[src/rtl/wdp_pkg.sv]
// ----------------------------------------------------------------------------
// wdp_pkg
// Shared types and constants for the waypoint distance PID controller.
// ----------------------------------------------------------------------------
package wdp_pkg;

  localparam int NUM_TARGETS_DEF = 3;
  localparam int CFG_IDX_W       = 4;

  localparam int ERR_W   = 33;
  localparam int SUM_W   = 48;
  localparam int DERIV_W = 34;
  localparam int TERM_W  = 63;

  typedef enum logic [CFG_IDX_W-1:0] {
    REG_PROP_GAIN     = 4'd0,
    REG_INTEGRAL_GAIN = 4'd1,
    REG_DERIV_GAIN    = 4'd2,
    REG_SPEED_LIMIT   = 4'd3,
    REG_BOOST_DIST    = 4'd4,
    REG_TARGET_FIRST  = 4'd5,
    REG_TARGET_SECOND = 4'd6,
    REG_TARGET_THIRD  = 4'd7
  } cfg_reg_t;

  typedef struct packed {
    logic signed [31:0] prop_gain;
    logic signed [31:0] integral_gain_per_tick;
    logic signed [31:0] deriv_gain_per_tick;
    logic signed [31:0] speed_limit;
    logic signed [31:0] boost_distance;
    logic signed [31:0] target_first;
    logic signed [31:0] target_second;
    logic signed [31:0] target_third;
  } wdp_cfg_t;

  localparam logic signed [31:0] RST_PROP_GAIN     = 32'sd65536;
  localparam logic signed [31:0] RST_INTEGRAL_GAIN = 32'sd655;
  localparam logic signed [31:0] RST_DERIV_GAIN    = 32'sd32768;
  localparam logic signed [31:0] RST_SPEED_LIMIT   = 32'sd65536;
  localparam logic signed [31:0] RST_BOOST_DIST    = 32'sd32768;
  localparam logic signed [31:0] RST_TARGET_FIRST  = 32'sd65536;
  localparam logic signed [31:0] RST_TARGET_SECOND = 32'sd131072;
  localparam logic signed [31:0] RST_TARGET_THIRD  = 32'sd196608;

  // per-transaction control bits that ride along the pipeline
  typedef struct packed {
    logic       done;
    logic       boost;
    logic       arrived;
    logic       finished;
    logic [1:0] idx;
  } wdp_flags_t;

  localparam logic [1:0] IDX_DONE = 2'd3;

  localparam logic signed [ERR_W-1:0] ARRIVE_TOL = 33'sd655;
  localparam logic signed [65:0] TERM_LIM = 66'sh0_2000_0000_0000_0000;
  localparam logic signed [64:0] CMD_MIN  = -65'sd2147483648;

endpackage

[src/rtl/wdp_cfg.sv]
// ----------------------------------------------------------------------------
// wdp_cfg
// Configuration register file; writes beyond the register list are dropped.
// ----------------------------------------------------------------------------
module wdp_cfg import wdp_pkg::*; (
  input  logic                 clk,
  input  logic                 rst,
  input  logic                 cfg_valid,
  output logic                 cfg_ready,
  input  logic [CFG_IDX_W-1:0] cfg_index,
  input  logic [31:0]          cfg_data,
  output wdp_cfg_t             cfg
);

  assign cfg_ready = 1'b1;

  always_ff @(posedge clk) begin
    if (rst) begin
      cfg.prop_gain              <= RST_PROP_GAIN;
      cfg.integral_gain_per_tick <= RST_INTEGRAL_GAIN;
      cfg.deriv_gain_per_tick    <= RST_DERIV_GAIN;
      cfg.speed_limit            <= RST_SPEED_LIMIT;
      cfg.boost_distance         <= RST_BOOST_DIST;
      cfg.target_first           <= RST_TARGET_FIRST;
      cfg.target_second          <= RST_TARGET_SECOND;
      cfg.target_third           <= RST_TARGET_THIRD;
    end else if (cfg_valid && cfg_ready) begin
      case (cfg_reg_t'(cfg_index))
        REG_PROP_GAIN:     cfg.prop_gain              <= cfg_data;
        REG_INTEGRAL_GAIN: cfg.integral_gain_per_tick <= cfg_data;
        REG_DERIV_GAIN:    cfg.deriv_gain_per_tick    <= cfg_data;
        REG_SPEED_LIMIT:   cfg.speed_limit            <= cfg_data;
        REG_BOOST_DIST:    cfg.boost_distance         <= cfg_data;
        REG_TARGET_FIRST:  cfg.target_first           <= cfg_data;
        REG_TARGET_SECOND: cfg.target_second          <= cfg_data;
        REG_TARGET_THIRD:  cfg.target_third           <= cfg_data;
        default: ;
      endcase
    end
  end

endmodule

[config.mk]
export PLATFORM = sky130hd
export DESIGN_NAME = wdp_cfg
export DESIGN_NICKNAME = d
export VERILOG_FILES = /design/src/rtl/wdp_pkg.sv /design/src/rtl/wdp_cfg.sv
export SDC_FILE = /design/constraint.sdc
export NUM_CORES = 1
export LEC_CHECK = 0
export BUFFER_PORTS_ARGS = -buffer_cell sky130_fd_sc_hd__buf_2
export CAP_MARGIN = 20
export CORE_MARGIN = 2
export CORE_UTILIZATION = 35
export DETAILED_ROUTE_END_ITERATION = 10
export PLACE_DENSITY = 0.59
export SYNTH_ARGS = -nofsm -noshare
export SYNTH_HDL_FRONTEND = slang
export SYNTH_SLANG_ARGS = --single-unit
[constraint.sdc]
create_clock -name clk -period 1.25 [get_ports clk]
set_input_delay 0.25 -clock clk [delete_from_list [all_inputs] [get_ports clk]]
set_output_delay 0.25 -clock clk [all_outputs]
set_load 0.01 [all_outputs]
# Word level (Yosys, flattened, before mapping)
# Index checks and enable logic that the tools add are counted.
[classes] eq_ne=7 n_reduce_logical=9
[ops] op="4-bit by 3-bit == test with 1-bit output (second input constant)" count=4
[ops] op="2-bit AND reduction" count=8
[ops] op="4-bit by 2-bit == test with 1-bit output (second input constant)" count=2
[ops] op="4-bit by 1-bit == test with 1-bit output (second input constant)" count=1
[ops] op="4-bit zero test" count=1
[word_totals] ff_bits=256 elab_cells=24 input_bits=39 output_inout_bits=257

# Logic depth before layout (Yosys ltp)
[depth] ltp_word=2 ltp_mapped=6 depth_no_buf=3

# Worst setup path after synthesis
# OpenSTA, ideal clock, no wires.
[synth_path] path_kind="input port to flip-flop" start="in cfg_index[3]" end="reg cfg[231] in the netlist's numbering" setup_slack_ns=-0.008 arrival_ns=1.186 required_time_ns=1.178 setup_ns=0.072 path_buffers=2 cell_stages=5 path_cell_list="nor3b_4 and2_1 buf_6 buf_6 mux2i_1"
[synth_between] elab_chain_cells=2
[synth_rtl] item="from (decl)" line="wdp_cfg.sv:10" rtl="input logic [CFG_IDX_W-1:0] cfg_index,"
[synth_rtl] item="4-bit zero test" line="wdp_cfg.sv:28" rtl="case (cfg_reg_t'(cfg_index))"
[synth_rtl] item="2-bit AND reduction (no source line)"
[synth_rtl] item="to (decl)" line="wdp_cfg.sv:12" rtl="output wdp_cfg_t cfg"
# No other way between the ends.
# A chain may end at the register's enable or synchronous reset.

# Final worst setup path
[layout_path] start="reg cfg[65] in the netlist's numbering" end="out cfg[65] in the netlist's numbering"
# No word-level cell between the ends.

==> out/metrics.cfg <==
[cells_and_area]
design_area_sq_mm=0.01599
reg.largest.list=cfg: 256 flops
fin_util_pct=57.09
num_antenna_cells=0
fin_cells=1702
top_register=cfg
largest_register_ff_count=256
drive_gt1_share_pct=56.50
area_growth_syn_to_layout_pct=59.45
final_nets=1343

[floorplanning]
pin_count=296
initial_core_util_pct=35.80
die_area_sq_mm=0.03002
core_sq_mm=0.02801
dieHeight_microns=173.3
die_w_microns=173.3
row_count=61

[route]
first_pass_iters=4
vias_per_cell=4.472
drc=0
ant_nets=0
drtIter0Drc=251
wl_per_cell_microns=17.66
drt_wl_total_microns=30050
vias=7612

[grt]
antenna_found_initial=0
first_global_vias=7711
grt_use_total_pct=18.99
met3_usage_pct=5.197
gr-total-overflow=0
grt_first_pass_wirelength_microns=45240
grt_util_met2_pct=32.68
grt.busiest_layer=met2
grt_max_degree=50
grt_use_met1_pct=23.32

[setup_path]
cp_data_arrival_time_ps=1000
r2r_cells=3
critical_path.max_fanout=2
r2r-start=cfg[13]
regToRegEndpoint=cfg[13]
cp_cell_sequence=buf_6
path_buf_inv=1
critPathCapture=cfg[65]
cp-start-kind=flop
endpoint_kind=output port
cp.required_ps=1000
startpoint=cfg[65]
critPathMaxStageDelay_ps=350
cp.depth=1
crit_path_top_delay_cell=dfxtp_4
worstSetupPathType=flop to output port
r2r_slack_ps=530
crit_family=flip-flops

[timing]
fin_ws_ps=-1.597
period_share_pct=100.1
finalSetupTns_ps=-1.597
finClkSkew_ps=0
fmax_ghz=0.7990
setup_viol=1
hold_viol_final=0
hold_ws_ps=32.48
min_period_ps=1252
slew_viol_final=0
rsz0062_at_grt=true

[synth]
yosys_warnings=0
netlist_instances=907
synth_flop_cell=dfxtp_1
async_flop_share_pct=0
synth_top_area_cell=dfxtp_1
syn-cell-area_sq_mm=0.01003
synthTopCellsByArea=dfxtp_1, mux2i_1, nand2b_1
synth-edff-count=0
synth-seq-cells=256
syn_nets=946
synth.most_common_cell=nand2b_1
synth_top_area_share_pct=51.10
seq_area_frac_synth_pct=51.10
synthDistinctLibCells=16
synth_commonest_cells=nand2b_1, dfxtp_1, mux2i_1, clkbuf_1, nor2_1
syn_avg_cell_area_sq_um=11.06

[pwr]
pwr-share-seq_pct=46.8
power_leakage_nw=7.956
powerDensity_mw_per_mm2=1117
power.internal_mw=13.87
p_switching_mw=3.997
ir_drop_mv=0.8439
p_sw_share_pct=22.37
pwr-share-clk_pct=45.4
finalPower_mw=17.87
power_frac_comb_pct=7.8

[clock_tree]
cts_root_buf=clkbuf_16
clk_latency_ps=530
h-tree-depth=1
cts_tree=done
clock-sinks=256
clk_path_buf_depth=3
clkTransAtPathRegs_ps=60
cts_buffers=28

[run]
maxCapViolations=0

[placement]
postPlaceCellArea_sq_mm=0.01263
gp_congestion=0.7448
place_hpwl_microns=20060
portBuffers=294
dp_slack_ps=-166.9
placed_cells=1582

[outcome]
run_status=complete, but fails checks
violations=setup timing

[worst_hold_path]
hp-class=primary input to flop

repair_timing:
item	in CTS	in global routing
endpoints found under the setup margin	255	205
gates resized for setup	490	47
endpoints found under the hold margin	7	0
setup buffers	3	60
hold buffers	7	0
worst min-delay path by stage:
stage | start | end | slack, ps | cells past startpoint
after floorplan | cfg_data[0] | cfg[192] | 420 | 2
after global placement | cfg[235] | cfg[235] | 450 | 2
after detailed placement | cfg[222] | cfg[222] | 460 | 2
after CTS | cfg_data[17] | cfg[17] | 20 | 3
after global routing | cfg_data[17] | cfg[17] | 50 | 3
final | cfg_data[17] | cfg[49] | 30 | 3
kinds of logic (layout without fill, tap and decap cells):
| group | count (synthesis) | count (layout) | synth area share, % |
|---|---|---|---|
| buffers and inverters | 82 | 499 | 4.217 |
| flip-flops | 256 | 256 | 51.10 |
| multiplexers | 256 | 256 | 25.55 |
| other | 1 | 1 | 0.03739 |
| AND/OR/NAND/NOR | 312 | 312 | 19.09 |
routing by layer:
metal  part of all wire (%)  up-vias
met5                      0        -
met4                    2.5        0
met3                    6.3       45
met2                     49      209
met1                     43     3608
li1                       -     3750
power by group through the flow:
stage	Sequential, mW	Clock [mW]	Combinational (mW)
after floorplan	8.55	0	0.557
final	8.36	8.12	1.39
after detailed placement	8.50	0	1.22
after global routing	8.37	8.65	1.48
after CTS	8.36	8.30	1.34
after global placement	8.50	0	1.22
area by class of cell:
type / instances / area, sq um
clock inverter: 5 / 56.30
sequential: 256 / 5448
clock buffer: 45 / 845.8
timing repair buffer: 449 / 4686
tap: 378 / 473.0
fill: 2345 / 12020
multi-input combinational: 569 / 4482
placed cells by master, fill, tap and decap left out, types with 2 or more instances in the layout:
cell type	instances
mux2i_1	256
clkbuf_8	6
buf_6	255
nand2_2	6
nor2b_1	2
buf_4	113
nand2b_1	274
dlygate4sd3_1	7
buf_2	39
clkbuf_16	29
clkbuf_1	10
clkinv_2	2
nand3_2	2
buf_12	35
dfxtp_2	255
nor2_1	24
No activity file was read; power rests on OpenSTA's default activity.
