--- config.mk ---
export PLATFORM = sky130hd
export DESIGN_NAME = wdp_out
export DESIGN_NICKNAME = d
export VERILOG_FILES = /design/src/rtl/wdp_pkg.sv /design/src/rtl/wdp_out.sv
export SDC_FILE = /design/constraint.sdc
export NUM_CORES = 1
export LEC_CHECK = 0
export BUFFER_PORTS_ARGS = -buffer_cell sky130_fd_sc_hd__buf_2
export CORE_AREA = 2 2 194 196
export CTS_BUF_LIST = sky130_fd_sc_hd__clkbuf_4 sky130_fd_sc_hd__clkbuf_8
export DETAILED_ROUTE_END_ITERATION = 7
export DIE_AREA = 0 0 196 198
export PLACE_DENSITY = 0.58
export SYNTH_ARGS = -nofsm -noshare
export SYNTH_HDL_FRONTEND = slang
export SYNTH_SLANG_ARGS = --single-unit
--- constraint.sdc ---
create_clock -name clk -period 6.7 [get_ports clk]
set_clock_uncertainty 0.05 [all_clocks]
set_input_delay 0 -clock clk [delete_from_list [all_inputs] [get_ports clk]]
set_output_delay 0 -clock clk [all_outputs]
set_load 0.1 [all_outputs]
--- src/rtl/wdp_pkg.sv ---
// ----------------------------------------------------------------------------
// wdp_pkg
// Shared types and constants for the waypoint distance PID controller.
// ----------------------------------------------------------------------------
package wdp_pkg;

  localparam int NUM_TARGETS_DEF = 3;
  localparam int CFG_IDX_W       = 4;

  localparam int ERR_W   = 33;
  localparam int SUM_W   = 48;
  localparam int DERIV_W = 34;
  localparam int TERM_W  = 63;

  typedef enum logic [CFG_IDX_W-1:0] {
    REG_PROP_GAIN     = 4'd0,
    REG_INTEGRAL_GAIN = 4'd1,
    REG_DERIV_GAIN    = 4'd2,
    REG_SPEED_LIMIT   = 4'd3,
    REG_BOOST_DIST    = 4'd4,
    REG_TARGET_FIRST  = 4'd5,
    REG_TARGET_SECOND = 4'd6,
    REG_TARGET_THIRD  = 4'd7
  } cfg_reg_t;

  typedef struct packed {
    logic signed [31:0] prop_gain;
    logic signed [31:0] integral_gain_per_tick;
    logic signed [31:0] deriv_gain_per_tick;
    logic signed [31:0] speed_limit;
    logic signed [31:0] boost_distance;
    logic signed [31:0] target_first;
    logic signed [31:0] target_second;
    logic signed [31:0] target_third;
  } wdp_cfg_t;

  localparam logic signed [31:0] RST_PROP_GAIN     = 32'sd65536;
  localparam logic signed [31:0] RST_INTEGRAL_GAIN = 32'sd655;
  localparam logic signed [31:0] RST_DERIV_GAIN    = 32'sd32768;
  localparam logic signed [31:0] RST_SPEED_LIMIT   = 32'sd65536;
  localparam logic signed [31:0] RST_BOOST_DIST    = 32'sd32768;
  localparam logic signed [31:0] RST_TARGET_FIRST  = 32'sd65536;
  localparam logic signed [31:0] RST_TARGET_SECOND = 32'sd131072;
  localparam logic signed [31:0] RST_TARGET_THIRD  = 32'sd196608;

  // per-transaction control bits that ride along the pipeline
  typedef struct packed {
    logic       done;
    logic       boost;
    logic       arrived;
    logic       finished;
    logic [1:0] idx;
  } wdp_flags_t;

  localparam logic [1:0] IDX_DONE = 2'd3;

  localparam logic signed [ERR_W-1:0] ARRIVE_TOL = 33'sd655;
  localparam logic signed [65:0] TERM_LIM = 66'sh0_2000_0000_0000_0000;
  localparam logic signed [64:0] CMD_MIN  = -65'sd2147483648;

endpackage

--- src/rtl/wdp_out.sv ---
// ----------------------------------------------------------------------------
// wdp_out
// Term sum, upper cap at the speed limit, 32-bit saturation, stop and boost overrides, result register.
// ----------------------------------------------------------------------------
module wdp_out import wdp_pkg::*; (
  input  logic                     clk,
  input  logic                     rst,
  input  wdp_cfg_t                 cfg,
  input  logic                     in_valid,
  output logic                     in_ready,
  input  logic signed [TERM_W-1:0] term_p,
  input  logic signed [TERM_W-1:0] term_i,
  input  logic signed [TERM_W-1:0] term_d,
  input  wdp_flags_t               flags,
  output logic                     out_valid,
  input  logic                     out_stall,
  output logic signed [31:0]       speed_command,
  output logic [1:0]               target_number,
  output logic                     boost_used,
  output logic                     arrived,
  output logic                     finished
);

  logic signed [64:0] total;
  logic signed [64:0] limit;
  logic signed [64:0] capped;
  logic signed [31:0] cmd;

  assign in_ready = !out_valid || !out_stall;

  assign total = 65'(term_p) + 65'(term_i) + 65'(term_d);
  assign limit = 65'(cfg.speed_limit);

  always_comb begin
    capped = (total > limit) ? limit : total;
    // cap is already within the 32-bit range from above
    if (flags.done) begin
      cmd = '0;
    end else if (flags.boost) begin
      cmd = cfg.speed_limit;
    end else if (capped < CMD_MIN) begin
      cmd = CMD_MIN[31:0];
    end else begin
      cmd = capped[31:0];
    end
  end

  always_ff @(posedge clk) begin
    if (rst) begin
      out_valid <= 1'b0;
    end else if (in_ready) begin
      out_valid <= in_valid;
    end
    if (in_valid && in_ready) begin
      speed_command <= cmd;
      target_number <= flags.idx;
      boost_used    <= flags.boost;
      arrived       <= flags.arrived;
      finished      <= flags.finished;
    end
  end

endmodule

Word-level counts from Yosys, hierarchy flattened
Cells that the tools add are included.
{"block": "totals", "register_bits": 38, "input_bits": 455, "output_inout_bits": 39, "word_cells": 17}
{"block": "op_classes", "addsub": 2, "order_cmp": 2, "n_mux": 3, "n_reduce_logical": 4}
{"op": "$add A64 B63 Y65", "count": 1}
{"op": "$gt A65 B32 Y1", "count": 1}
{"op": "$lt A65 B32 Y1 const B", "count": 1}
{"op": "$mux W65", "count": 1}
{"op": "$add A63 B63 Y64", "count": 1}
{"op": "$mux W32", "count": 2}
{"op": "$logic_not A1 Y1", "count": 2}
{"op": "$logic_and A1 B1 Y1", "count": 1}
{"op": "$logic_or A1 B1 Y1", "count": 1}

Depth between registers and ports, before layout
{"block": "depth", "depth_word": 7, "mapped_depth": 28, "depth_no_buf": 25}

Worst setup path after synthesis
OpenSTA, ideal clock, no wires.
{"block": "synth_path", "kind": "input-to-reg", "from": "input port term_p[1]", "to": "register speed_command[0] (data pin)", "setup_time_ns": 0.131, "arrival_time_ns": 5.226, "required_time_ns": 6.519, "path_slack_ns": 1.293, "stages": 27, "n_path_buf": 2, "path_cell_list": "fa_1 ha_1 inv_1 fa_1 and2b_1 o2111a_1 o211ai_1 o211a_2 nor3b_1 nor2_1 o21ai_1 xnor2_1 clkbuf_1 inv_1 ha_1 nand4_1 nor2_1 a21oi_1 o221ai_1 a21o_1 a22o_1 a211oi_1 mux2_2 nor3_1 clkbuf_1 a32oi_1 nand2_1"}
{"block": "synth_via", "elab_chain_cells": 7}
{"item": "start, declared", "line_no": "wdp_out.sv:11", "source": "input logic signed [TERM_W-1:0] term_p,"}
{"item": "$add A63 B63 Y64 *", "line_no": "wdp_out.sv:31", "source": "assign total = 65'(term_p) + 65'(term_i) + 65'(term_d);"}
{"item": "$add A64 B63 Y65 *", "line_no": "wdp_out.sv:31"}
{"item": "$gt A65 B32 Y1", "line_no": "wdp_out.sv:35", "source": "capped = (total > limit) ? limit : total;"}
{"item": "$mux W65 *", "line_no": "wdp_out.sv:35"}
{"item": "$lt A65 B32 Y1", "line_no": "wdp_out.sv:41", "source": "end else if (capped < CMD_MIN) begin"}
{"item": "$mux W32 *", "line_no": "wdp_out.sv:41"}
{"item": "$mux W32 *", "line_no": "wdp_out.sv:39", "source": "end else if (flags.boost) begin"}
{"item": "end signal, assigned", "line_no": "wdp_out.sv:55", "source": "speed_command <= cmd;"}
{"item": "end, declared", "line_no": "wdp_out.sv:17", "source": "output logic signed [31:0] speed_command,"}
Every way passes the cells marked *; elsewhere a longest branch is shown, timed or not.
A chain may end at the register's enable or synchronous reset.

Final worst setup path
{"block": "layout_path", "from": "input port term_p[1]", "to": "register speed_command[8] (data pin)"}
Same word-level chain as after synthesis.

==> qor.yml <==
gp_congestion: 0.903
power_density_nw_per_um2: 259
ys_ff_latch: 38
root_buffer: "clkbuf_8"
cp.arrival_ns: 5.95
setup_viol: 0
netlist_area_sq_um: 9830
die_x_um: 196
post_drt_wl_per_cell_um: 18.0
async_reset_ff_frac: 0
area_growth_syn_to_layout_pct: 21.4
grt_usage: 0.176
worstPathRequired_ns: 6.66
cts_buffers: 5
initial_core_util: 0.266
crit_type: "in -> reg"
ir_worst_vdd_mv: 0.0985
final_antenna_net_count: 0
dr.first_iter.drc_count: 711
clkSinkCount: 38
drv_slew: 0
critPathCaptureType: "register"
p_total_w: 0.00309
drt-pass1-iter-count: 5
rsz0062_at_grt: "no"
ys.flop_type: "edfxtp_1"
synth_edf_count: 37
vias_per_cell: 5.23
drive_gt1_frac: 0.214
antenna_found_initial: 2
place_hpwl_um: 30500
cpMaxStageDelayCell: "o2111ai_1"
synthesis.nets: 1886
drt_wl_total_um: 35500
relSlewSlack: 0.341
path_clk_slew_ns: 0.07
grt_pass1_vias: 9572
syn-instance-count: 1239
cts_tree: "built"
grt-ovfl-total: 0
hp-class: "in -> reg"
status: "finished clean"
htree_num_levels: 2
min_period_ns: 5.99
fp.dieH_um: 198
worst_pin_slew_ns: 0.980
post-route-period-util: 0.894
grt_max_degree: 38
io_pins: 494
ys_seq_area_frac: 0.115
max_freq_ghz: 0.167
clock_path_buffers: 2
yosysWarnings: 0
final_cell_mix: "buf_2 (269), nand2_1 (151), ha_1 (128), a21oi_1 (103), nor2_1 (94)"
cp_max_fo: 31
vias: 10300
worstSetupStartpointType: "primary input"
coreArea_sq_um: 37000
numPortBuffers: 269
crit_path_max_incr_delay_ns: 0.57
fin_nets: 2138
fin_setup_tns_ns: 0
post-route-drc-count: 0
p_leak_nw: 5.54
cpMostUsedCell: "nand2_1"
grt_pass1_wl_um: 54200
worst_skew_pair.late_latency_ns: 0.29
mostFrequentLayoutCell: "buf_2"
crit_family: "compound AO/OA/AOI/OAI gates"
ys_types: 80
placementRows: 71
critPathBufInv: 4
finalHoldViolCount: 0
synth_area_per_cell_sq_um: 7.93
drv_cap: 0
die_area_sq_um: 38800
logic make-up after synthesis:
kind of cell,count (synthesis),share of synthesized area
mux,9,0.00929
simple gates,417,0.205
compound gates,391,0.270
flops,38,0.115
fa+ha+maj,192,0.293
buf+inv,142,0.0633
xor+xnor,50,0.0445
worst register-to-register path, cell delays in order, from the launching register on:
cell,delay (ns)
dfxtp_1,0.32
nand2_1,0.08
and2_2,0.67
path summary, 6_finish.rpt:
check                 start  cells past startpoint  slack [ns]                 to
setup / recovery  term_p[1]                     25        0.71   speed_command[8]
setup reg to reg  out_valid                      2        5.18  speed_command[15]
hold reg to reg   out_valid                      3        1.01          out_valid
hold / removal     cfg[135]                      3       0.007   speed_command[7]
cell type report:
type | count | area (sq um)
fill | 4040 | 25000
timing repair buffer | 310 | 1740
clock inverter | 2 | 8.76
clock buffer | 6 | 76.3
antenna | 1 | 2.50
sequential | 38 | 1130
tap | 474 | 593
multi-input combinational | 1059 | 8100
inverter | 77 | 289
Yosys cell counts (12+ instances only):
master	count	share of area
a211oi_1	17	0.013
a21o_1	52	0.040
a21oi_1	104	0.053
a32oi_1	32	0.029
buf_2	17	0.0087
buf_4	12	0.0092
clkbuf_1	31	0.012
edfxtp_1	37	0.11
fa_1	64	0.13
ha_1	128	0.16
inv_1	77	0.029
nand2_1	151	0.058
nand3_1	18	0.0092
nand4_1	52	0.033
nor2_1	95	0.036
nor2b_1	16	0.010
nor3_1	33	0.017
o211ai_1	13	0.0099
o21ai_0	45	0.023
o21ai_1	28	0.014
o21bai_1	12	0.0092
xnor2_1	28	0.025
xor2_1	22	0.020
report_power, final:
group,total [W],internal (W),switching [W],leakage (nW)
logic,0.00261,0.000876,0.00174,5.11
clock network,0.000149,0.0000754,0.0000732,0.0460
registers,0.000329,0.000320,0.00000894,0.376
timing repair:
item,in CTS,in global routing
setup buffers,0,0
resized for setup,0,0
setup endpoints to repair,0,0
endpoints found under the hold margin,23,0
hold buffers,24,0
layer usage:
layer  up-vias  global-route usage  share of wire
met2       391               0.258           0.40
li1       5109                   -              -
met4         2              0.0205         0.0069
met1      4775               0.288           0.54
met5         -                   0        0.00037
met3        14             0.00630          0.053
per-stage QoR:
stage / hold WS, ns / utilization / instance area, sq um / worst slack [ns] / instances
3_3_place_gp: 0.113 / 0.314 / 11600 / 0.536 / 1934
6_report: 0.00740 / 0.323 / 11900 / 0.711 / 1967
2_1_floorplan: 0.0224 / - / 9830 / 1.29 / 1239
5_1_grt: 0.0293 / 0.323 / 11900 / 0.335 / 1967
3_5_place_dp: 0.121 / 0.314 / 11600 / 0.481 / 1934
4_1_cts: 0.00383 / 0.323 / 11900 / 0.767 / 1966
state kept, by name, summed over array words and instances (netlist names):
signal	cells
speed_command	32
target_number	2
arrived	1
boost_used	1
finished	1
out_valid	1
No activity file was read; power rests on OpenSTA's default activity.
