===== config.mk =====
export PLATFORM = sky130hd
export DESIGN_NAME = wdp_front
export DESIGN_NICKNAME = d
export VERILOG_FILES = /design/src/rtl/wdp_pkg.sv /design/src/rtl/wdp_front.sv
export SDC_FILE = /design/constraint.sdc
export NUM_CORES = 1
export LEC_CHECK = 0
export BUFFER_PORTS_ARGS = -buffer_cell sky130_fd_sc_hd__buf_2
export CAP_MARGIN = 20
export CORE_MARGIN = 1
export CORE_UTILIZATION = 30
export DETAILED_ROUTE_END_ITERATION = 6
export PLACE_DENSITY = 0.51
export SETUP_SLACK_MARGIN = 0.4
export SLEW_MARGIN = 25
export SYNTH_ARGS = -nofsm -noshare
export SYNTH_HDL_FRONTEND = slang
export SYNTH_SLANG_ARGS = --single-unit

===== constraint.sdc =====
create_clock -name clk -period 9.4 [get_ports clk]
set_clock_uncertainty 0.2 [all_clocks]
set_input_delay 0.94 -clock clk [delete_from_list [all_inputs] [get_ports clk]]
set_output_delay 0.94 -clock clk [all_outputs]
set_load 0.01 [all_outputs]

===== src/rtl/wdp_pkg.sv =====
// ----------------------------------------------------------------------------
// wdp_pkg
// Shared types and constants for the waypoint distance PID controller.
// ----------------------------------------------------------------------------
package wdp_pkg;

  localparam int NUM_TARGETS_DEF = 3;
  localparam int CFG_IDX_W       = 4;

  localparam int ERR_W   = 33;
  localparam int SUM_W   = 48;
  localparam int DERIV_W = 34;
  localparam int TERM_W  = 63;

  typedef enum logic [CFG_IDX_W-1:0] {
    REG_PROP_GAIN     = 4'd0,
    REG_INTEGRAL_GAIN = 4'd1,
    REG_DERIV_GAIN    = 4'd2,
    REG_SPEED_LIMIT   = 4'd3,
    REG_BOOST_DIST    = 4'd4,
    REG_TARGET_FIRST  = 4'd5,
    REG_TARGET_SECOND = 4'd6,
    REG_TARGET_THIRD  = 4'd7
  } cfg_reg_t;

  typedef struct packed {
    logic signed [31:0] prop_gain;
    logic signed [31:0] integral_gain_per_tick;
    logic signed [31:0] deriv_gain_per_tick;
    logic signed [31:0] speed_limit;
    logic signed [31:0] boost_distance;
    logic signed [31:0] target_first;
    logic signed [31:0] target_second;
    logic signed [31:0] target_third;
  } wdp_cfg_t;

  localparam logic signed [31:0] RST_PROP_GAIN     = 32'sd65536;
  localparam logic signed [31:0] RST_INTEGRAL_GAIN = 32'sd655;
  localparam logic signed [31:0] RST_DERIV_GAIN    = 32'sd32768;
  localparam logic signed [31:0] RST_SPEED_LIMIT   = 32'sd65536;
  localparam logic signed [31:0] RST_BOOST_DIST    = 32'sd32768;
  localparam logic signed [31:0] RST_TARGET_FIRST  = 32'sd65536;
  localparam logic signed [31:0] RST_TARGET_SECOND = 32'sd131072;
  localparam logic signed [31:0] RST_TARGET_THIRD  = 32'sd196608;

  // per-transaction control bits that ride along the pipeline
  typedef struct packed {
    logic       done;
    logic       boost;
    logic       arrived;
    logic       finished;
    logic [1:0] idx;
  } wdp_flags_t;

  localparam logic [1:0] IDX_DONE = 2'd3;

  localparam logic signed [ERR_W-1:0] ARRIVE_TOL = 33'sd655;
  localparam logic signed [65:0] TERM_LIM = 66'sh0_2000_0000_0000_0000;
  localparam logic signed [64:0] CMD_MIN  = -65'sd2147483648;

endpackage


===== src/rtl/wdp_front.sv =====
// ----------------------------------------------------------------------------
// wdp_front
// Input register, error/integral/derivative update and waypoint tracking.
// ----------------------------------------------------------------------------
module wdp_front import wdp_pkg::*; #(
  parameter int NUM_TARGETS = NUM_TARGETS_DEF
) (
  input  logic                      clk,
  input  logic                      rst,
  input  wdp_cfg_t                  cfg,
  input  logic                      in_valid,
  output logic                      in_stall,
  input  logic signed [31:0]        measured_distance,
  output logic                      stage_valid,
  input  logic                      stage_ready,
  output logic signed [ERR_W-1:0]   err_q,
  output logic signed [SUM_W-1:0]   sum_q,
  output logic signed [DERIV_W-1:0] deriv_q,
  output wdp_flags_t                flags_q
);

  localparam logic [2:0] NT = 3'(NUM_TARGETS);

  logic                      dist_valid;
  logic signed [31:0]        distance;
  logic                      ready0;
  logic                      ready1;

  logic signed [SUM_W-1:0]   error_sum;
  logic signed [ERR_W-1:0]   last_error;
  logic [1:0]                target_index;

  logic signed [31:0]        target;
  logic signed [ERR_W-1:0]   err;
  logic signed [SUM_W:0]     sum_raw;
  logic signed [SUM_W-1:0]   sum_sat;
  logic signed [DERIV_W-1:0] deriv;
  logic                      done;
  logic                      boost;
  logic                      near;

  assign ready1   = !stage_valid || stage_ready;
  assign ready0   = !dist_valid || ready1;
  assign in_stall = !ready0;

  always_comb begin
    case (target_index)
      2'd0:    target = cfg.target_first;
      2'd1:    target = cfg.target_second;
      default: target = cfg.target_third;
    endcase
  end

  assign done    = ({1'b0, target_index} >= NT);
  assign err     = ERR_W'(target) - ERR_W'(distance);
  assign boost   = (target_index == 2'd0) && (distance < cfg.boost_distance);
  assign sum_raw = (SUM_W+1)'(error_sum) + (SUM_W+1)'(err);
  assign deriv   = DERIV_W'(err) - DERIV_W'(last_error);
  assign near    = (err <= ARRIVE_TOL) && (err >= -ARRIVE_TOL);

  // saturate the running sum to 48 bits
  always_comb begin
    if (sum_raw[SUM_W] != sum_raw[SUM_W-1]) begin
      sum_sat = {sum_raw[SUM_W], {(SUM_W-1){!sum_raw[SUM_W]}}};
    end else begin
      sum_sat = sum_raw[SUM_W-1:0];
    end
  end

  always_ff @(posedge clk) begin
    if (rst) begin
      dist_valid <= 1'b0;
    end else if (ready0) begin
      dist_valid <= in_valid;
    end
    if (in_valid && ready0) begin
      distance <= measured_distance;
    end
  end

  always_ff @(posedge clk) begin
    if (rst) begin
      stage_valid  <= 1'b0;
      error_sum    <= '0;
      last_error   <= '0;
      target_index <= '0;
    end else begin
      if (ready1) begin
        stage_valid <= dist_valid;
      end
      if (dist_valid && ready1 && !done) begin
        if (near) begin
          error_sum    <= '0;
          last_error   <= '0;
          target_index <= target_index + 2'd1;
        end else if (!boost) begin
          error_sum  <= sum_sat;
          last_error <= err;
        end
      end
    end
  end

  always_ff @(posedge clk) begin
    if (dist_valid && ready1) begin
      err_q            <= err;
      sum_q            <= sum_sat;
      deriv_q          <= deriv;
      flags_q.done     <= done;
      flags_q.boost    <= boost && !done;
      flags_q.arrived  <= near && !done;
      flags_q.finished <= done || (near && (({1'b0, target_index} + 3'd1) >= NT));
      flags_q.idx      <= done ? IDX_DONE : target_index;
    end
  end

endmodule


# Word level (Yosys, flattened, before mapping)
# Index checks and enable logic that the tools add are counted.
# Widths: inputs -> output; s select.
totals:
  ff_bits: 238
  output_inout_bits: 123
  input_bits: 292
  word_cells: 52
classes:
  eq_ne: 3
  n_reduce_logical: 19
  magnitude_cmp: 5
  mux: 6
  n_addsub: 5
ops:
  columns: ["cell", "count"]
  rows:
  - ["$mux 48", 3]
  - ["$mux 33", 2]
  - ["$pmux 32 s2", 1]
  - ["$add 48x33->49", 1]
  - ["$sub 33x33->34", 1]
  - ["$ge 33x11->1 const B", 1]
  - ["$le 33x11->1 const B", 1]
  - ["$sub 32x32->33", 1]
  - ["$lt 32x32->1", 1]
  - ["$logic_and 1x1->1", 8]
  - ["$logic_not 1->1", 5]
  - ["$reduce_and 2->1", 2]
  - ["$add 2x1->3 const B", 1]
  - ["$ge 3x2->1 const B", 1]
  - ["$logic_or 1x1->1", 3]
  - ["$add 2x1->2 const B", 1]
  - ["$eq 2x1->1 const B", 1]
  - ["$ge 2x2->1 const B", 1]
  - ["$logic_not 2->1", 1]
  - ["$ne 2x1->1 const B", 1]
  - ["$ne 1x1->1", 1]

# Depth between registers and ports, before layout
logic_depth:
  ltp_word: 8
  ltp_mapped: 31
  depth_no_buf: 26

# Worst setup path after synthesis
# No wires, ideal clock.
synth_timing:
  path_type: "input to register"
  start: "input stage_ready"
  end: "register last_error[11]"
  required_ns: 9.139
  cell_stages: 9
  setup_time_ns: 0.061
  arrival_time_ns: 8.122
  slack_ns: 1.017
  n_path_buf: 3
  cell_sequence: "nor2b_1 -> nor2b_1 -> nor2b_1 -> clkbuf_1 -> nand3b_1 -> nor3_1 -> clkbuf_1 -> buf_2 -> a22o_1"
synth_between:
  elab_chain_len: 4
synth_lines:
  columns: ["element", "line_no", "rtl"]
  rows:
  - ["start, declared", "wdp_front.sv:15", "input logic stage_ready,"]
  - ["$logic_or 1x1->1", "wdp_front.sv:42", "assign ready1 = !stage_valid || stage_ready;"]
  - ["$logic_and 1x1->1 (2 in series)", "wdp_front.sv:91", "if (dist_valid && ready1 && !done) begin"]
  - ["$reduce_and 2->1 (no source line)", null, null]
  - ["end signal, assigned", "wdp_front.sv:98", "last_error <= err;"]
  - ["end, declared", "wdp_front.sv:30", "logic signed [ERR_W-1:0] last_error;"]
# Every way passes these cells.
# A chain may end at the register's enable or synchronous reset.

# Final worst setup path
layout_timing:
  start: "register target_index[0]"
  end: "register sum_q[38] (data pin)"
layout_between:
  elab_chain_len: 6
  word_cells_on_any_way: 8
  classes_between: "add/sub (2); eq/ne (2); mux (2); reduce/logical (2)"
layout_lines:
  columns: ["element", "line_no", "rtl"]
  rows:
  - ["start, declared", "wdp_front.sv:31", "logic [1:0] target_index;"]
  - ["start signal, assigned", "wdp_front.sv:95", "target_index <= target_index + 2'd1;"]
  - ["$eq 2x1->1 or $logic_not 2->1 (tied branches)", "wdp_front.sv:47", "case (target_index)"]
  - ["$pmux 32 s2 (*)", "wdp_front.sv:47", null]
  - ["$sub 32x32->33 (*)", "wdp_front.sv:55", "assign err = ERR_W'(target) - ERR_W'(distance);"]
  - ["net err[32]", "wdp_front.sv:34", "logic signed [ERR_W-1:0] err;"]
  - ["$add 48x33->49 (*)", "wdp_front.sv:57", "assign sum_raw = (SUM_W+1)'(error_sum) + (SUM_W+1)'(err);"]
  - ["$ne 1x1->1 or $logic_not 1->1 (tied branches)", "wdp_front.sv:63, wdp_front.sv:64", null]
  - ["$mux 48 (*)", "wdp_front.sv:63", "if (sum_raw[SUM_W] != sum_raw[SUM_W-1]) begin"]
  - ["net sum_sat[38]", "wdp_front.sv:36", "logic signed [SUM_W-1:0] sum_sat;"]
  - ["end signal, assigned", "wdp_front.sv:107", "sum_q <= sum_sat;"]
  - ["end, declared", "wdp_front.sv:17", "output logic signed [SUM_W-1:0] sum_q,"]
# Mark *: on every way through the listed nets, which the timed path passes. The rest lies on a longest branch.

==> reports/metrics.csv <==
stage,metric,value,unit
clocking,Max Buffers Root-to-Sink,3,
sta,worst-case headroom to the max-slew limit,32.3,%
grt,number of antenna violations at the first check in global routing,1,
place,DP Wirelength,38.0,mm
critical_path,critical path launch point type,flip-flop,
routing,drt via density,5.08,
clocking,hold buffer count at cts,0,
sta,Worst Slack Setup Final,1.23,ns
grt,overall track demand over capacity in global routing,18.0,%
place,placed instance count,2644,
sta,Final Hold Viols,0,
sta,period utilization,86.9,%
floorplanning,initial cell density of the core,30.3,%
layout,final standard cell area without fillers,0.0192,mm^2
synth,synthesized cell area,0.0159,mm^2
sta,transition at the pin with the smallest max-transition slack,1.01,ns
clocking,number of buffers added for setup after CTS,0,
critical_path,R2R setup slack,1.23,ns
synth,"EDFF count, synth",153,
sta,final critical path time including I/O delays and setup,8.17,ns
clocking,library cell used as clock root buffer,sky130_fd_sc_hd__clkbuf_16,
layout,fillers,5375,
grt,vias in the first global route,13600,
floorplanning,Core Footprint,0.0524,mm^2
floorplanning,die boundary height,232,um
synth,gate count of the mapped netlist,1698,
clocking,TritonCTS clock tree,done,
sta,final-report max-slew violation count,0,
pwr,Cell Pwr Density,207,mW/mm^2
pwr,leakage power of the design,8.56,nW
routing,Via Count,13700,
grt,Overflow after GRT,0,
layout,diodes inserted,0,
clocking,number of sinks handled by clock tree synthesis,238,
critical_path,Critical Path Sink Type,flip-flop,
layout,share of final-layout standard cells stronger than drive strength 1,20.3,%
layout,total number of nets in the final design,2432,
routing,DRT antenna net count,0,
place,"worst slack, placed",1.14,ns
critical_path,required arrival time at the worst endpoint,9.55,ns
floorplanning,area of the die,0.0540,mm^2
clocking,"Gates resized, CTS repair",0,
critical_path,Setup Crit Path Kind,reg -> reg,
min_path,launch point of the worst hold path,last_error[32]$_SDFFE_PP0P_,
synth,flip-flop and latch count after synthesis,238,
sta,hold slack final,0.254,ns
clocking,"Reg clk slew, reported paths",0.07,ns
critical_path,start of the worst register-to-register path,target_index[0]$_SDFFE_PP0P_,
min_path,path category of the worst min-delay check,reg -> reg,
layout,Synth-to-Final Area Change,20.8,%
clocking,clock latency on the worst-skew pair,0.59,ns
synth,library cells used by synthesis,85,
routing,initial detailed-routing violation count,778,
pwr,Design Power,3.99,mW
synth,part of the Yosys area used for sequential elements,39.6,%
critical_path,largest fanout on the critical path,32,
place,# port buffers,286,
grt,wire length of the first global-routing pass,75.8,mm
routing,number of remaining DRC errors,0,
run,max_cap viols,0,
layout,"Cell Count, Final, Fillers Out",2700,
routing,number of detailed-routing iterations run before antenna repair,5,
sta,unrepaired setup endpoints after global routing,no,
min_path,hold worst-path end,last_error[32]$_SDFFE_PP0P_,
synth,Mapped Nets,2142,
critical_path,largest stage delay on the critical path,0.63,ns
critical_path,reg2reg end,sum_q[38]$_DFFE_PP_,
critical_path,Worst R2R Path Depth,29,
min_path,number of instances on the worst hold path,1,
synth,commonest register cell after synthesis,sky130_fd_sc_hd__edfxtp_1,
synth,Syn. warnings,0,
critical_path,standard cell with the maximum stage delay on the critical path,sky130_fd_sc_hd__ha_1,
critical_path,arrival time at the worst endpoint,8.32,ns
clocking,number of H-tree branching levels,1,
place,RePlAce Congestion,0.866,
layout,core occupancy in the finished layout,36.6,%
synth,average cell area after synthesis,9.37,um^2
routing,total length of routed wires,48.9,mm
pwr,worst ir drop on vdd,0.156,mV
routing,routed length per instance,18.1,um
floorplanning,IO Count,415,
sta,Max Clock Freq,0.122,GHz
floorplanning,Die X,232,um
sta,total negative slack,0,ns
synth,fraction of synthesis flops using an asynchronous set or reset pin,0,%
clocking,clock buffers created by TritonCTS,30,
place,Placed Area,0.0182,mm^2
grt,pin count of the biggest net entering global routing,82,
status,status,completed,
sta,final setup violation count,0,
floorplanning,standard-cell rows,84,
critical_path,cell type with the highest occurrence count on the critical path,sky130_fd_sc_hd__a21oi_1,
-- cells by family (layout without fill, tap and decap cells) --
logic type / count (synthesis) / count (layout) / synth area share, %
simple gates: 506 / 506 / 15.3
buf+inv: 189 / 503 / 4.70
fa+ha+maj: 154 / 154 / 12.2
flops: 238 / 238 / 39.6
compound gates: 523 / 523 / 23.3
mux: 5 / 5 / 0.338
xor+xnor: 83 / 83 / 4.57
-- registers in the layout, indices dropped and copies added, names as in the netlist --
| name | flops |
|---|---|
| error_sum | 48 |
| sum_q | 48 |
| deriv_q | 34 |
| err_q | 33 |
| last_error | 33 |
| distance | 32 |
| flags_q | 6 |
| target_index | 2 |
| dist_valid | 1 |
| stage_valid | 1 |
-- power by group --
group	internal, mW	leakage, nW	switching [mW]
registers	1.30	2.14	0.0444
clock network	0.679	0.493	0.493
logic	0.566	5.93	0.907
total	2.54	8.56	1.45
-- cell usage in the layout, fill, tap and decap left out, types with 68 or more instances in the layout --
cell type	count
sky130_fd_sc_hd__a21o_1	70
sky130_fd_sc_hd__a21oi_1	110
sky130_fd_sc_hd__buf_2	286
sky130_fd_sc_hd__dfxtp_1	85
sky130_fd_sc_hd__edfxtp_1	153
sky130_fd_sc_hd__ha_1	149
sky130_fd_sc_hd__inv_1	128
sky130_fd_sc_hd__nand2_1	149
sky130_fd_sc_hd__nor2_1	137
sky130_fd_sc_hd__o21ai_0	68
-- worst max-delay path by stage --
stage	startpoint	to	slack [ns]	cells after the start
6_report	target_index[0]$_SDFFE_PP0P_	sum_q[38]$_DFFE_PP_	1.23	29
2_1_floorplan	stage_ready	last_error[11]$_SDFFE_PP0P_	1.02	9
4_1_cts	target_index[0]$_SDFFE_PP0P_	error_sum[16]$_SDFFE_PP0P_	1.11	28
3_3_place_gp	target_index[0]$_SDFFE_PP0P_	sum_q[38]$_DFFE_PP_	1.24	26
3_5_place_dp	target_index[0]$_SDFFE_PP0P_	error_sum[34]$_SDFFE_PP0P_	1.14	27
5_1_grt	target_index[0]$_SDFFE_PP0P_	error_sum[14]$_SDFFE_PP0P_	0.53	27
-- cell usage after synthesis (7+ instances only) --
library cell | count | area share [%]
sky130_fd_sc_hd__a211oi_1 | 15 | 0.71
sky130_fd_sc_hd__a21o_1 | 70 | 3.3
sky130_fd_sc_hd__a21oi_1 | 110 | 3.5
sky130_fd_sc_hd__a22o_1 | 46 | 2.5
sky130_fd_sc_hd__a22oi_1 | 34 | 1.6
sky130_fd_sc_hd__a31oi_1 | 16 | 0.63
sky130_fd_sc_hd__and2_1 | 18 | 0.71
sky130_fd_sc_hd__and3_1 | 17 | 0.67
sky130_fd_sc_hd__buf_2 | 17 | 0.53
sky130_fd_sc_hd__clkbuf_1 | 36 | 0.85
sky130_fd_sc_hd__dfxtp_1 | 85 | 11
sky130_fd_sc_hd__edfxtp_1 | 153 | 29
sky130_fd_sc_hd__ha_1 | 149 | 12
sky130_fd_sc_hd__inv_1 | 128 | 3.0
sky130_fd_sc_hd__nand2_1 | 149 | 3.5
sky130_fd_sc_hd__nand2b_1 | 14 | 0.55
sky130_fd_sc_hd__nand3_1 | 24 | 0.76
sky130_fd_sc_hd__nand4_1 | 26 | 1.0
sky130_fd_sc_hd__nor2_1 | 139 | 3.3
sky130_fd_sc_hd__nor2b_1 | 28 | 1.1
sky130_fd_sc_hd__nor3_1 | 32 | 1.0
sky130_fd_sc_hd__nor4_1 | 8 | 0.31
sky130_fd_sc_hd__o2111ai_1 | 11 | 0.61
sky130_fd_sc_hd__o211ai_1 | 14 | 0.66
sky130_fd_sc_hd__o21a_1 | 16 | 0.76
sky130_fd_sc_hd__o21ai_0 | 68 | 2.1
sky130_fd_sc_hd__o21bai_1 | 7 | 0.33
sky130_fd_sc_hd__o2bb2ai_1 | 39 | 2.1
sky130_fd_sc_hd__or2_2 | 10 | 0.39
sky130_fd_sc_hd__or3_1 | 11 | 0.43
sky130_fd_sc_hd__xnor2_1 | 49 | 2.7
sky130_fd_sc_hd__xor2_1 | 34 | 1.9
-- layer usage --
layer | vias to the layer above | GRT usage [%] | part of all wire [%]
met5 | - | 0 | 0
met4 | 0 | 4.09 | 1.7
met3 | 52 | 2.30 | 4.4
met2 | 301 | 30.5 | 47
met1 | 6448 | 24.0 | 46
li1 | 6907 | - | -
-- worst max-delay path: cells and delay by family, from the launching register on --
kind | cells | cell delay (ns)
and+or+nand+nor | 6 | 1.33
DFF | 1 | 0.33
AOI/OAI and AO/OA | 12 | 2.79
adders and majority gates | 4 | 1.60
muxes | 1 | 0.28
buffers and inverters | 6 | 1.36
-- area by class of cell --
type	count	area [um^2]	share of cell area [%]
repair buffers	319	1680	8.74
flip-flops and latches	238	6300	32.8
clock buffers	35	811	4.22
well taps	688	861	4.48
inverters	128	480	2.50
clock inverters	21	196	1.02
multi-input cells	1271	8890	46.3
(Power assumes the default switching activity.)
